`src/hw/rtl/cfv_pkg.sv`:
```
// Shared types and constants for the candidate frame vote unit.
// No dependencies.
package cfv_pkg;

    localparam int unsigned MSG_W   = 56;
    localparam int unsigned LEVEL_W = 32;
    localparam int unsigned DIVR_W  = 8;

    localparam logic [5:0] TYPE_MODE_A = 6'd32;
    localparam logic [5:0] TYPE_DF11   = 6'd11;
    localparam logic [6:0] LEN_SHORT   = 7'd56;
    localparam logic [6:0] LEN_MODE_A  = 7'd16;
    localparam logic [3:0] MAX_BYTES   = 4'd14;

    typedef struct packed {
        logic [55:0] msg_upper;
        logic [55:0] msg_lower;
        logic [6:0]  bit_count;
        logic [5:0]  frame_type;
        logic [27:0] signal_level;
        logic [63:0] time_stamp;
        logic [7:0]  crc_residue;
        logic        last_candidate;
    } cand_t;

    typedef struct packed {
        logic [55:0] best_upper;
        logic [55:0] best_lower;
        logic [6:0]  best_bits;
        logic [5:0]  best_type;
        logic [31:0] best_level;
        logic [63:0] best_time;
        logic [7:0]  best_crc;
        logic [7:0]  vote_count;
        logic [4:0]  distinct_count;
    } result_t;

    typedef struct packed {
        logic [55:0] upper;
        logic [55:0] lower;
        logic [6:0]  bits;
        logic [5:0]  ftype;
        logic [31:0] level;
        logic [63:0] stamp;
        logic [7:0]  crc;
        logic [7:0]  votes;
    } entry_t;

endpackage

```
`src/hw/rtl/cfv_divider.sv`:
```
// Restoring divider, one quotient bit per cycle, for level normalization.
// Depends on cfv_pkg.
module cfv_divider (
    input  logic                        clk,
    input  logic                        rst_n,
    input  logic                        start,
    input  logic [cfv_pkg::LEVEL_W-1:0] dividend,
    input  logic [cfv_pkg::DIVR_W-1:0]  divisor,
    output logic                        done,
    output logic [cfv_pkg::LEVEL_W-1:0] quotient
);
    import cfv_pkg::*;

    logic                 run_reg, run_next;
    logic                 done_reg, done_next;
    logic [5:0]           cnt_reg, cnt_next;
    logic [LEVEL_W-1:0]   q_reg, q_next;
    logic [DIVR_W-1:0]    rem_reg, rem_next;
    logic [DIVR_W-1:0]    div_reg, div_next;
    logic [DIVR_W:0]      trial;

    // one shift/subtract step per cycle
    always_comb
    begin
        run_next  = run_reg;
        done_next = 1'b0;
        cnt_next  = cnt_reg;
        q_next    = q_reg;
        rem_next  = rem_reg;
        div_next  = div_reg;
        trial     = {rem_reg, q_reg[LEVEL_W-1]};
        if (start)
        begin
            run_next = 1'b1;
            cnt_next = 6'(LEVEL_W - 1);
            q_next   = dividend;
            rem_next = '0;
            div_next = divisor;
        end
        else if (run_reg)
        begin
            if (trial >= {1'b0, div_reg})
            begin
                rem_next = DIVR_W'(trial - {1'b0, div_reg});
                q_next   = {q_reg[LEVEL_W-2:0], 1'b1};
            end
            else
            begin
                rem_next = trial[DIVR_W-1:0];
                q_next   = {q_reg[LEVEL_W-2:0], 1'b0};
            end
            cnt_next = cnt_reg - 6'd1;
            if (cnt_reg == 6'd0)
            begin
                run_next  = 1'b0;
                done_next = 1'b1;
            end
        end
    end

    always_ff @(posedge clk or negedge rst_n)
    begin
        if (!rst_n)
        begin
            run_reg  <= 1'b0;
            done_reg <= 1'b0;
            cnt_reg  <= '0;
        end
        else
        begin
            run_reg  <= run_next;
            done_reg <= done_next;
            cnt_reg  <= cnt_next;
        end
    end

    always_ff @(posedge clk)
    begin
        q_reg   <= q_next;
        rem_reg <= rem_next;
        div_reg <= div_next;
    end

    assign done     = done_reg;
    assign quotient = q_reg;

    a_done_after_run: assert property (@(posedge clk) disable iff (!rst_n)
        done_reg |-> !run_reg) else $error("divider done while running");
    a_start_runs: assert property (@(posedge clk) disable iff (!rst_n)
        start |=> run_reg) else $error("divider did not start");
    a_done_pulse: assert property (@(posedge clk) disable iff (!rst_n)
        done_reg |=> !done_reg) else $error("divider done held");

endmodule

```
`src/hw/rtl/candidate_frame_vote_unit.sv`:
```
// Top level: candidate frame vote unit, entry table memory and sequencer.
// Depends on cfv_pkg and cfv_divider.
//
//  channel   direction  handshake            payload
//  item      in         start && !busy       cand   (cand_t)
//  result    out        done, one cycle      result (result_t)
//
// An item stays busy through the level division, then the match walk, which reads
// and compares each stored entry in turn until a hit or the end of the table, and
// on the last candidate the winner walk over every entry; the registered read of
// the entry memory sets the walk cost. The next item is taken while busy is low.
// Reset empties the table at once (no clearing pass). The result is shown
// for one cycle under done and cannot be held off by the receiver.
module candidate_frame_vote_unit #(
    parameter int unsigned MAX_DISTINCT = 16
) (
    input  logic             clk,
    input  logic             rst_n,
    input  logic             start,
    input  cfv_pkg::cand_t   cand,
    output logic             busy,
    output logic             done,
    output cfv_pkg::result_t result
);
    import cfv_pkg::*;

    localparam int unsigned AW = (MAX_DISTINCT > 1) ? $clog2(MAX_DISTINCT) : 1;
    localparam int unsigned CW = $clog2(MAX_DISTINCT + 1);

    localparam logic [2:0] ST_IDLE = 3'd0;
    localparam logic [2:0] ST_DIV  = 3'd1;
    localparam logic [2:0] ST_RD   = 3'd2;
    localparam logic [2:0] ST_CMP  = 3'd3;
    localparam logic [2:0] ST_END  = 3'd4;
    localparam logic [2:0] ST_BRD  = 3'd5;
    localparam logic [2:0] ST_BCMP = 3'd6;

    logic [2:0]          state_reg, state_next;
    logic [CW-1:0]       used_reg, used_next;
    logic [CW-1:0]       idx_reg, idx_next;
    cand_t               cand_reg;
    logic [6:0]          bits_reg;
    logic [LEVEL_W-1:0]  level_reg, level_next;
    entry_t              best_reg, best_next;
    logic                done_reg, done_next;
    result_t             res_reg, res_next;

    entry_t              mem [MAX_DISTINCT];
    entry_t              rd_data;
    logic                rd_en;
    logic                wr_en;
    logic [AW-1:0]       wr_addr;
    entry_t              wr_data;

    logic                div_start;
    logic                div_done;
    logic [LEVEL_W-1:0]  div_q;
    logic [DIVR_W-1:0]   divisor;

    logic [111:0]        cand_msg;
    logic [111:0]        ent_msg;
    logic [13:0]         byte_eq;
    logic [13:0]         byte_use;
    logic [3:0]          nbytes;
    logic                exact_hit;
    logic                df11_hit;

    // level normalization divisor
    assign divisor = (start && !busy && cand.frame_type == TYPE_MODE_A)
                     ? DIVR_W'({1'b0, cand.bit_count} + 8'd2)
                     : DIVR_W'({1'b0, cand.bit_count} + 8'd4);
    assign div_start = start && !busy;

    cfv_divider u_div (
        .clk      (clk),
        .rst_n    (rst_n),
        .start    (div_start),
        .dividend ({cand.signal_level, 4'b0000}),
        .divisor  (divisor),
        .done     (div_done),
        .quotient (div_q)
    );

    // entry table: one write and one registered read per cycle
    always_ff @(posedge clk)
    begin
        if (wr_en)
        begin
            mem[wr_addr] <= wr_data;
        end
        if (rd_en)
        begin
            rd_data <= mem[idx_reg[AW-1:0]];
        end
    end

    // byte compare of candidate against the entry just read
    always_comb
    begin
        cand_msg = {cand_reg.msg_upper, cand_reg.msg_lower};
        ent_msg  = {rd_data.upper, rd_data.lower};
        nbytes = (bits_reg[6:3] > MAX_BYTES) ? MAX_BYTES : bits_reg[6:3];
        for (int k = 0; k < 14; k++)
        begin
            byte_eq[k]  = (cand_msg[8*(13-k) +: 8] == ent_msg[8*(13-k) +: 8]);
            byte_use[k] = (4'(k) < nbytes);
        end
        exact_hit = (rd_data.bits == bits_reg) && (&(byte_eq | ~byte_use));
        df11_hit  = (rd_data.bits == bits_reg) && (bits_reg == LEN_SHORT) &&
                    (rd_data.ftype == TYPE_DF11) && (&byte_eq[5:0]);
    end

    // sequencer
    always_comb
    begin
        state_next = state_reg;
        used_next  = used_reg;
        idx_next   = idx_reg;
        level_next = level_reg;
        best_next  = best_reg;
        done_next  = 1'b0;
        res_next   = res_reg;
        rd_en      = 1'b0;
        wr_en      = 1'b0;
        wr_addr    = idx_reg[AW-1:0];
        wr_data    = rd_data;
        unique case (state_reg)
            ST_IDLE:
            begin
                if (start)
                begin
                    state_next = ST_DIV;
                end
            end
            ST_DIV:
            begin
                if (div_done)
                begin
                    level_next = div_q;
                    idx_next   = '0;
                    state_next = ST_RD;
                end
            end
            ST_RD:
            begin
                if (idx_reg == used_reg)
                begin
                    // no match: append when room is left
                    if (used_reg < CW'(MAX_DISTINCT))
                    begin
                        wr_en         = 1'b1;
                        wr_addr       = used_reg[AW-1:0];
                        wr_data.upper = cand_reg.msg_upper;
                        wr_data.lower = cand_reg.msg_lower;
                        wr_data.bits  = bits_reg;
                        wr_data.ftype = cand_reg.frame_type;
                        wr_data.level = level_reg;
                        wr_data.stamp = cand_reg.time_stamp;
                        wr_data.crc   = cand_reg.crc_residue;
                        wr_data.votes = 8'd1;
                        used_next     = used_reg + CW'(1);
                    end
                    state_next = ST_END;
                end
                else
                begin
                    rd_en      = 1'b1;
                    state_next = ST_CMP;
                end
            end
            ST_CMP:
            begin
                if (exact_hit || df11_hit)
                begin
                    wr_en = 1'b1;
                    if (level_reg > rd_data.level)
                    begin
                        wr_data.level = level_reg;
                        wr_data.stamp = cand_reg.time_stamp;
                    end
                    if (rd_data.votes != 8'hFF)
                    begin
                        wr_data.votes = rd_data.votes + 8'd1;
                    end
                    if (!exact_hit)
                    begin
                        wr_data.upper = rd_data.upper ^ {48'd0, rd_data.crc};
                        wr_data.crc   = '0;
                    end
                    state_next = ST_END;
                end
                else
                begin
                    idx_next   = idx_reg + CW'(1);
                    state_next = ST_RD;
                end
            end
            ST_END:
            begin
                idx_next   = '0;
                state_next = cand_reg.last_candidate ? ST_BRD : ST_IDLE;
            end
            ST_BRD:
            begin
                if (idx_reg == used_reg)
                begin
                    res_next.best_upper     = best_reg.upper;
                    res_next.best_lower     = best_reg.lower;
                    res_next.best_bits      = best_reg.bits;
                    res_next.best_type      = best_reg.ftype;
                    res_next.best_level     = best_reg.level;
                    res_next.best_time      = best_reg.stamp;
                    res_next.best_crc       = best_reg.crc;
                    res_next.vote_count     = best_reg.votes;
                    res_next.distinct_count = 5'(used_reg);
                    done_next  = 1'b1;
                    used_next  = '0;
                    idx_next   = '0;
                    state_next = ST_IDLE;
                end
                else
                begin
                    rd_en      = 1'b1;
                    state_next = ST_BCMP;
                end
            end
            ST_BCMP:
            begin
                if (idx_reg == '0 || rd_data.votes > best_reg.votes ||
                    (rd_data.votes == best_reg.votes && rd_data.level > best_reg.level))
                begin
                    best_next = rd_data;
                end
                idx_next   = idx_reg + CW'(1);
                state_next = ST_BRD;
            end
            default:
            begin
                state_next = ST_IDLE;
            end
        endcase
    end

    always_ff @(posedge clk or negedge rst_n)
    begin
        if (!rst_n)
        begin
            state_reg <= ST_IDLE;
            used_reg  <= '0;
            idx_reg   <= '0;
            done_reg  <= 1'b0;
        end
        else
        begin
            state_reg <= state_next;
            used_reg  <= used_next;
            idx_reg   <= idx_next;
            done_reg  <= done_next;
        end
    end

    // item capture and working payload
    always_ff @(posedge clk)
    begin
        if (div_start)
        begin
            cand_reg <= cand;
            bits_reg <= (cand.frame_type == TYPE_MODE_A) ? LEN_MODE_A : cand.bit_count;
        end
        level_reg <= level_next;
        best_reg  <= best_next;
        res_reg   <= res_next;
    end

    assign busy   = (state_reg != ST_IDLE);
    assign done   = done_reg;
    assign result = res_reg;

    a_used_bound: assert property (@(posedge clk) disable iff (!rst_n)
        used_reg <= CW'(MAX_DISTINCT)) else $error("table overfilled");
    a_done_clears: assert property (@(posedge clk) disable iff (!rst_n)
        done_reg |-> (used_reg == '0 && !busy)) else $error("table not emptied");
    a_accept_busy: assert property (@(posedge clk) disable iff (!rst_n)
        (start && !busy) |=> busy) else $error("item accepted without work");
    a_idx_bound: assert property (@(posedge clk) disable iff (!rst_n)
        idx_reg <= used_reg) else $error("walk beyond table");

endmodule
```
`config.mk`:
```
export PLATFORM = sky130hd
export DESIGN_NAME = candidate_frame_vote_unit
export DESIGN_NICKNAME = d
export VERILOG_FILES = /design/src/hw/rtl/cfv_pkg.sv /design/src/hw/rtl/cfv_divider.sv /design/src/hw/rtl/candidate_frame_vote_unit.sv
export SDC_FILE = /design/constraint.sdc
export NUM_CORES = 2
export LEC_CHECK = 0
export BUFFER_PORTS_ARGS = -buffer_cell sky130_fd_sc_hd__buf_2
export CORE_MARGIN = 3
export CORE_UTILIZATION = 60
export CTS_CLUSTER_DIAMETER = 40
export DETAILED_ROUTE_END_ITERATION = 8
export PLACE_DENSITY = 0.88
export SYNTH_ARGS = -nofsm -noshare
export SYNTH_HDL_FRONTEND = slang
export SYNTH_SLANG_ARGS = --single-unit
export TNS_END_PERCENT = 5
```
`constraint.sdc`:
```
create_clock -name clk -period 31.5 [get_ports clk]
set_clock_uncertainty 0.05 [all_clocks]
set_input_delay 0 -clock clk [delete_from_list [all_inputs] [get_ports clk]]
set_output_delay 0 -clock clk [all_outputs]
set_load 0.05 [all_outputs]
```
### Word level (Yosys, flattened, before mapping)

Memory sizes are Yosys's and may differ from the RTL's. A register that Yosys moved wholly into a read port is not among the register bits.
Cells that the tools add are included.

| word-level totals | value |
|---|---|
| register bits after elaboration | 779 |
| bits in writable memories | 3792 |
| bits of input ports | 229 |
| output and inout port bits | 244 |
| logic and storage cells | 179 |
| memories kept | 1 |

Memories:

| name | depth | bits a word | rd ports | clocked after memory_dff | wr ports | line | text |
|---|---|---|---|---|---|---|---|
| mem | 16 | 237 | 1 | 1 | 1 | candidate_frame_vote_unit.sv:48 | `entry_t mem [MAX_DISTINCT];` |

| cells by class | value |
|---|---|
| add/sub/neg operators | 7 |
| order comparisons | 20 |
| equality and inequality tests | 33 |
| muxes and demuxes | 52 |
| bitwise logic cells | 3 |
| reduce and logical (&&, ||, !) cells | 27 |

Operators with widths:

| cell | number |
|---|---|
| $mux W237 | 2 |
| $pmux W112 S2 | 1 |
| $eq A8 B8 Y1 | 15 |
| $mux W112 | 1 |
| $mux W56 | 2 |
| $pmux W56 S2 | 1 |
| $mux W96 | 1 |
| $mux W69 | 1 |
| $gt A32 B32 Y1 | 2 |
| $mux W32 | 2 |
| $xor A56 B8 Y56 | 1 |
| $mux W8 | 4 |
| $mux W5 | 5 |
| $pmux W5 S5 | 1 |
| $lt A4 B4 Y1 const A | 6 |
| $pmux W3 S7 | 1 |
| $mux W3 | 6 |
| $lt A3 B4 Y1 const A | 4 |
| $mux W1 | 16 |
| $mux W4 | 4 |
| $not A14 Y14 | 1 |
| $or A14 B14 Y14 | 1 |
| $reduce_and A14 Y1 | 1 |
| $mux W6 | 2 |
| 38 further kinds | 61 |

### Longest topological paths before layout

| depth | value |
|---|---|
| depth after elaboration | 12 |
| mapped depth | 12 |
| gate-level depth less buffers | 11 |

### By module

A second synthesis with hierarchy kept.

| unflattened totals | value |
|---|---|
| cells, all modules | 7634 |
| area total of the unflattened synthesis | 180785.9 um^2 |

By module, submodules not included:

| module | instances | cells each | area each (um^2) | sequential area each (um^2) |
|---|---|---|---|---|
| candidate_frame_vote_unit | 1 | 7413 | 178022.0 | 142626.8 |
| cfv_divider | 1 | 221 | 2763.9 | 1561.5 |

### Least setup slack after synthesis

Ideal clock, no wire load.

| path | value |
|---|---|
| path type | flip-flop to flip-flop |
| start point | register cand_reg, in the netlist cand_msg[69] |
| end point | memory mem[14][0] (netlist bit), enable pin |
| setup time | 1.414 ns |
| data arrival time | 24.859 ns |
| data required time | 30.036 ns |
| path slack | 5.176 ns |
| stages on the path, launching flop included | 10 |
| cells stage by stage | edfxtp_1 -> xor2_1 -> nor4_1 -> nand4_1 -> a221o_1 -> or3_1 -> o31ai_2 -> a21oi_1 -> clkbuf_1 -> nor4_1 |

| on the way | value |
|---|---|
| word-level cells in the longest chain between the ends | 9 |
| elaborated cells on any way between the ends | 11 |
| classes of those cells | eq/ne (1); mux (4); bitwise (1); reduce/logical (5) |

RTL lines:

| what | line | text |
|---|---|---|
| start: declaration | candidate_frame_vote_unit.sv:41 | `cand_t cand_reg;` |
| start signal: assignment | candidate_frame_vote_unit.sv:267 | `cand_reg <= cand;` |
| $eq A8 B8 Y1 * | candidate_frame_vote_unit.sv:105 | `byte_eq[k] = (cand_msg[8*(13-k) +: 8] == ent_msg[8*(13-k) +: 8]);` |
| $or A14 B14 Y14 | candidate_frame_vote_unit.sv:108 | `exact_hit = (rd_data.bits == bits_reg) && (&(byte_eq \| ~byte_use));` |
| $reduce_and A14 Y1 | candidate_frame_vote_unit.sv:108 |  |
| $logic_and A1 B1 Y1 | candidate_frame_vote_unit.sv:108 |  |
| $logic_or A1 B1 Y1 * | candidate_frame_vote_unit.sv:173 | `if (exact_hit \|\| df11_hit)` |
| $mux W1 * | candidate_frame_vote_unit.sv:173 |  |
| $pmux W1 S2 * | candidate_frame_vote_unit.sv:127 | `unique case (state_reg)` |
| $mux W1 * | candidate_frame_vote_unit.sv:87 | `if (wr_en)` |
| $mux W1 (implied by the code) * | candidate_frame_vote_unit.sv:89 | `mem[wr_addr] <= wr_data;` |
| end: declaration | candidate_frame_vote_unit.sv:48 |  |

Mark *: on every way between the ends. The rest lies on a longest branch, timed or not.

### Worst setup path in the final report

| path | value |
|---|---|
| start point | register ent_msg[69] (netlist name) |
| end point | memory mem[11][168] (netlist bit), enable pin |

| on the way | value |
|---|---|
| word-level cells in the longest chain between the ends | 9 |
| elaborated cells on any way between the ends | 11 |
| classes of those cells | eq/ne (1); mux (4); bitwise (1); reduce/logical (5) |

RTL lines:

| what | line |
|---|---|
| $eq A8 B8 Y1 * | candidate_frame_vote_unit.sv:105 |
| $or A14 B14 Y14 | candidate_frame_vote_unit.sv:108 |
| $reduce_and A14 Y1 | candidate_frame_vote_unit.sv:108 |
| $logic_and A1 B1 Y1 | candidate_frame_vote_unit.sv:108 |
| $logic_or A1 B1 Y1 * | candidate_frame_vote_unit.sv:173 |
| $mux W1 * | candidate_frame_vote_unit.sv:173 |
| $pmux W1 S2 * | candidate_frame_vote_unit.sv:127 |
| $mux W1 * | candidate_frame_vote_unit.sv:87 |
| $mux W1 (implied by the code) * | candidate_frame_vote_unit.sv:89 |

Marks and branches as above.

==> impl_metrics.env <==
export IMPL_netlist_area_leader_share_pct=79.5
export IMPL_grt_use_total_pct=37.7
export IMPL_power_switching_w=0.00282
export IMPL_vias_per_cell=7.32
export IMPL_yosysMostFrequentCell="edfxtp_1"
export IMPL_power_frac_comb_pct=0.6
export IMPL_relSlewSlack_pct=-3.22
export IMPL_synthArstFlopShare_pct=0.458
export IMPL_power_density_nw_per_um2=63.3
export IMPL_gp_congestion=0.824
export IMPL_p_int_w=0.0105
export IMPL_core_area_um2=298000
export IMPL_route_met2_wl_mm=272
export IMPL_max_freq_ghz=0.119
export IMPL_io_pins=473
export IMPL_routed_wl_mm=574
export IMPL_drc_errors=0
export IMPL_n_fill_cell=15511
export IMPL_worst_slew_pin_slew_ns=1.51
export IMPL_final_net_count=9278
export IMPL_ys_seq_area_share_pct=79.9
export IMPL_instances_no_fill=13347
export IMPL_grt_pass1_vias=99422
export IMPL_syn_area_um2=180000
export IMPL_drt_iter0_markers=19325
export IMPL_path_clk_slew_ns=0.06
export IMPL_hold_viol=0
export IMPL_yosys_top_cells_count="edfxtp_1 (4774), mux4_2 (1185), nand2_1 (471)"
export IMPL_place_port_buffers=472
export IMPL_synth_seq_cells=4808
export IMPL_cts_tree="yes"
export IMPL_dr_max_layer_used="met5"
export IMPL_period_minus_slack_ns=8.38
export IMPL_outcome="finished, violations left"
export IMPL_ir_worst_vdd_v=0.0000570
export IMPL_largest_register_ff_count=3792
export IMPL_p_sw_share_pct=21.2
export IMPL_drive_gt1_share_pct=28.9
export IMPL_wl_per_cell_um=43.0
export IMPL_dp_cells=11877
export IMPL_gr_total_overflow=0
export IMPL_start_util_pct=60.5
export IMPL_setup_tns_ns=0
export IMPL_synth_edf_count=4774
export IMPL_antenna_found_initial=86
export IMPL_rows=200
export IMPL_synth_cell_types=65
export IMPL_r2r_start="ent_msg[69]$_DFFE_PP_"
export IMPL_die_h_um=554
export IMPL_final_antenna_net_count=0
export IMPL_hold_path_startpoint="cand[223]"
export IMPL_synth_area_top_cells="edfxtp_1 (79%), mux4_2 (15%), nand2_1 (0.98%)"
export IMPL_seqPwrFrac_pct=52.0
export IMPL_wl_met1_mm=170
export IMPL_clk_latency_ns=1.08
export IMPL_critPathLaunch="ent_msg[69]$_DFFE_PP_"
export IMPL_rsz0062_at_grt="false"
export IMPL_synth_area_leader_cell="edfxtp_1"
export IMPL_end_kind="register"
export IMPL_post_route_period_util_pct=26.6
export IMPL_routed_wl_met3_mm=78.9
export IMPL_clkSinkCount=4808
export IMPL_synth_top_flop_cell="edfxtp_1"
export IMPL_numCtsBuffers=525
export IMPL_dpl_hpwl_mm=256
export IMPL_holdCritPathClass="in2reg"
export IMPL_setup_viol=0
export IMPL_areaGrowthSynthToFinish_pct=16.6
export IMPL_required_ns=32.09
export IMPL_pwr_share_clk_pct=47.4
export IMPL_syn_num_nets=7965
export IMPL_ys_warn_count=0
export IMPL_hold_slack_ns=0.133
export IMPL_syn_instance_count=7647
export IMPL_arrival_ns=8.98
export IMPL_synth_area_per_cell_um2=23.6
export IMPL_grt_pass1_wl_mm=798
export IMPL_ctsHtreeMaxLevel=6
export IMPL_ff2ff_setup_slack_ns=23.12
export IMPL_ctsLongestPathBuffers=4
export IMPL_violations="max-capacitance violations, max-slew violations"
export IMPL_clk_root_buffer_cell="clkbuf_16"
export IMPL_cap_violations=1
export IMPL_grt_max_degree=121
export IMPL_critPathMaxFanout=47
export IMPL_critPathKind="reg2reg"
export IMPL_postCtsSetupRepairBufs=0
export IMPL_die_width_um=554
export IMPL_critical_path_startpoint_type="register"
export IMPL_finalMaxSlewViolations=17
export IMPL_via_count=97681
export IMPL_dieArea_um2=307000
export IMPL_firstDrtPassIters=6
export IMPL_p_leak_nw=49.4
critical path: stages, from the launching register on:
cell and delay, ns:
edfxtp_1 0.45, xor2_1 0.19, nor4_2 0.97, buf_4 0.27, and2_1 0.44, o221ai_1 0.26
or3_1 0.49, o31ai_4 0.42, buf_4 0.36, a21oi_2 0.36, nor3_2 0.42, buf_4 0.66
buf_4 0.70, buf_4 0.83, buf_4 0.93
per-layer routing:
metal | global-route usage, % | vias up
li1 | - | 34843
met1 | 45.4 | 48808
met2 | 58.4 | 11127
met3 | 11.8 | 2823
met4 | 26.8 | 80
met5 | 0.0469 | -
stage by stage:
stage | area, um2 | total power (W) | worst slack (ns) | utilization [%]
4_1_cts | 210000 | 0.0132 | 23.14 | 70.5
5_1_grt | 210000 | 0.0135 | 23.27 | 70.5
3_5_place_dp | 188000 | 0.00709 | 23.52 | 63.1
6_report | 210000 | 0.0133 | 23.12 | 70.5
2_1_floorplan | 180000 | 0.00706 | 5.18 | -
3_3_place_gp | 188000 | 0.00709 | 23.64 | 63.1
power by group through the flow:
stage          Combinational (W)  Clock, W  Sequential, W
6_report               0.0000769   0.00630        0.00692
5_1_grt                0.0000791   0.00651        0.00692
4_1_cts                0.0000727   0.00625        0.00693
3_5_place_dp           0.0000265         0        0.00706
3_3_place_gp           0.0000263         0        0.00706
2_1_floorplan         0.00000142         0        0.00706
cell usage in the layout (no fill, tap or decap), types with 22 or more instances in the layout:
cell	count
clkinv_4	23
inv_6	33
bufinv_16	44
nand4_1	45
edfxtp_1	4774
clkbuf_1	84
clkinv_1	71
xnor2_1	88
diode_2	36
mux2_1	39
nand3_1	39
nor2_1	33
buf_2	473
clkinvlp_4	40
nand2_1	469
buf_4	133
mux4_2	1185
a21oi_1	34
mux2_2	58
dlygate4sd3_1	488
clkinv_8	22
o21ai_0	46
clkbuf_16	530
inv_1	105
ha_1	88
xor2_1	52
clkinv_2	65
buf_12	24
area by class of cell:
class                           instances  area (um2)  area share, %
Clock inverter                        324        3580           1.70
Antenna cell                           36        90.1         0.0429
Tap cell                             3939        4930           2.34
Timing Repair Buffer                 1120        8760           4.17
Multi-Input combinational cell       2399       34700           16.5
Clock buffer                          615       13600           6.47
Sequential cell                      4808      144000           68.6
Inverter                              106         405          0.193
what timing repair did:
| action | 4_1_cts | 5_1_grt |
|---|---|---|
| gates resized for setup | 0 | 0 |
| endpoints found under the hold margin | 271 | 0 |
| hold buffers | 488 | 0 |
logic make-up (layout without fill, tap and decap cells):
| group | Yosys count | in the layout | share of synthesized area (%) |
|---|---|---|---|
| other | 0 | 36 | 0 |
| buffers and inverters | 440 | 2165 | 0.939 |
| AOI/OAI and AO/OA | 180 | 180 | 0.662 |
| and+or+nand+nor | 693 | 693 | 1.68 |
| xor gates and xnor gates | 140 | 140 | 0.680 |
| adders and majority gates | 89 | 89 | 0.622 |
| muxes | 1297 | 1297 | 15.5 |
| DFF | 4808 | 4808 | 79.9 |
worst paths after layout:
kind	to	cells after the start
worst max-delay path	mem[11][168]$_DFFE_PP_	14
worst min-delay path	cand_msg[109]$_DFFE_PP_	3
worst max register to register	mem[11][168]$_DFFE_PP_	14
worst min register to register	result[72]$_DFFE_PP_	0
max in group asynchronous	idx_reg[3]$_DFFE_PN0P_	3
min in group asynchronous	idx_reg[0]$_DFFE_PN0P_	3
No activity file was read; power rests on OpenSTA's default activity.
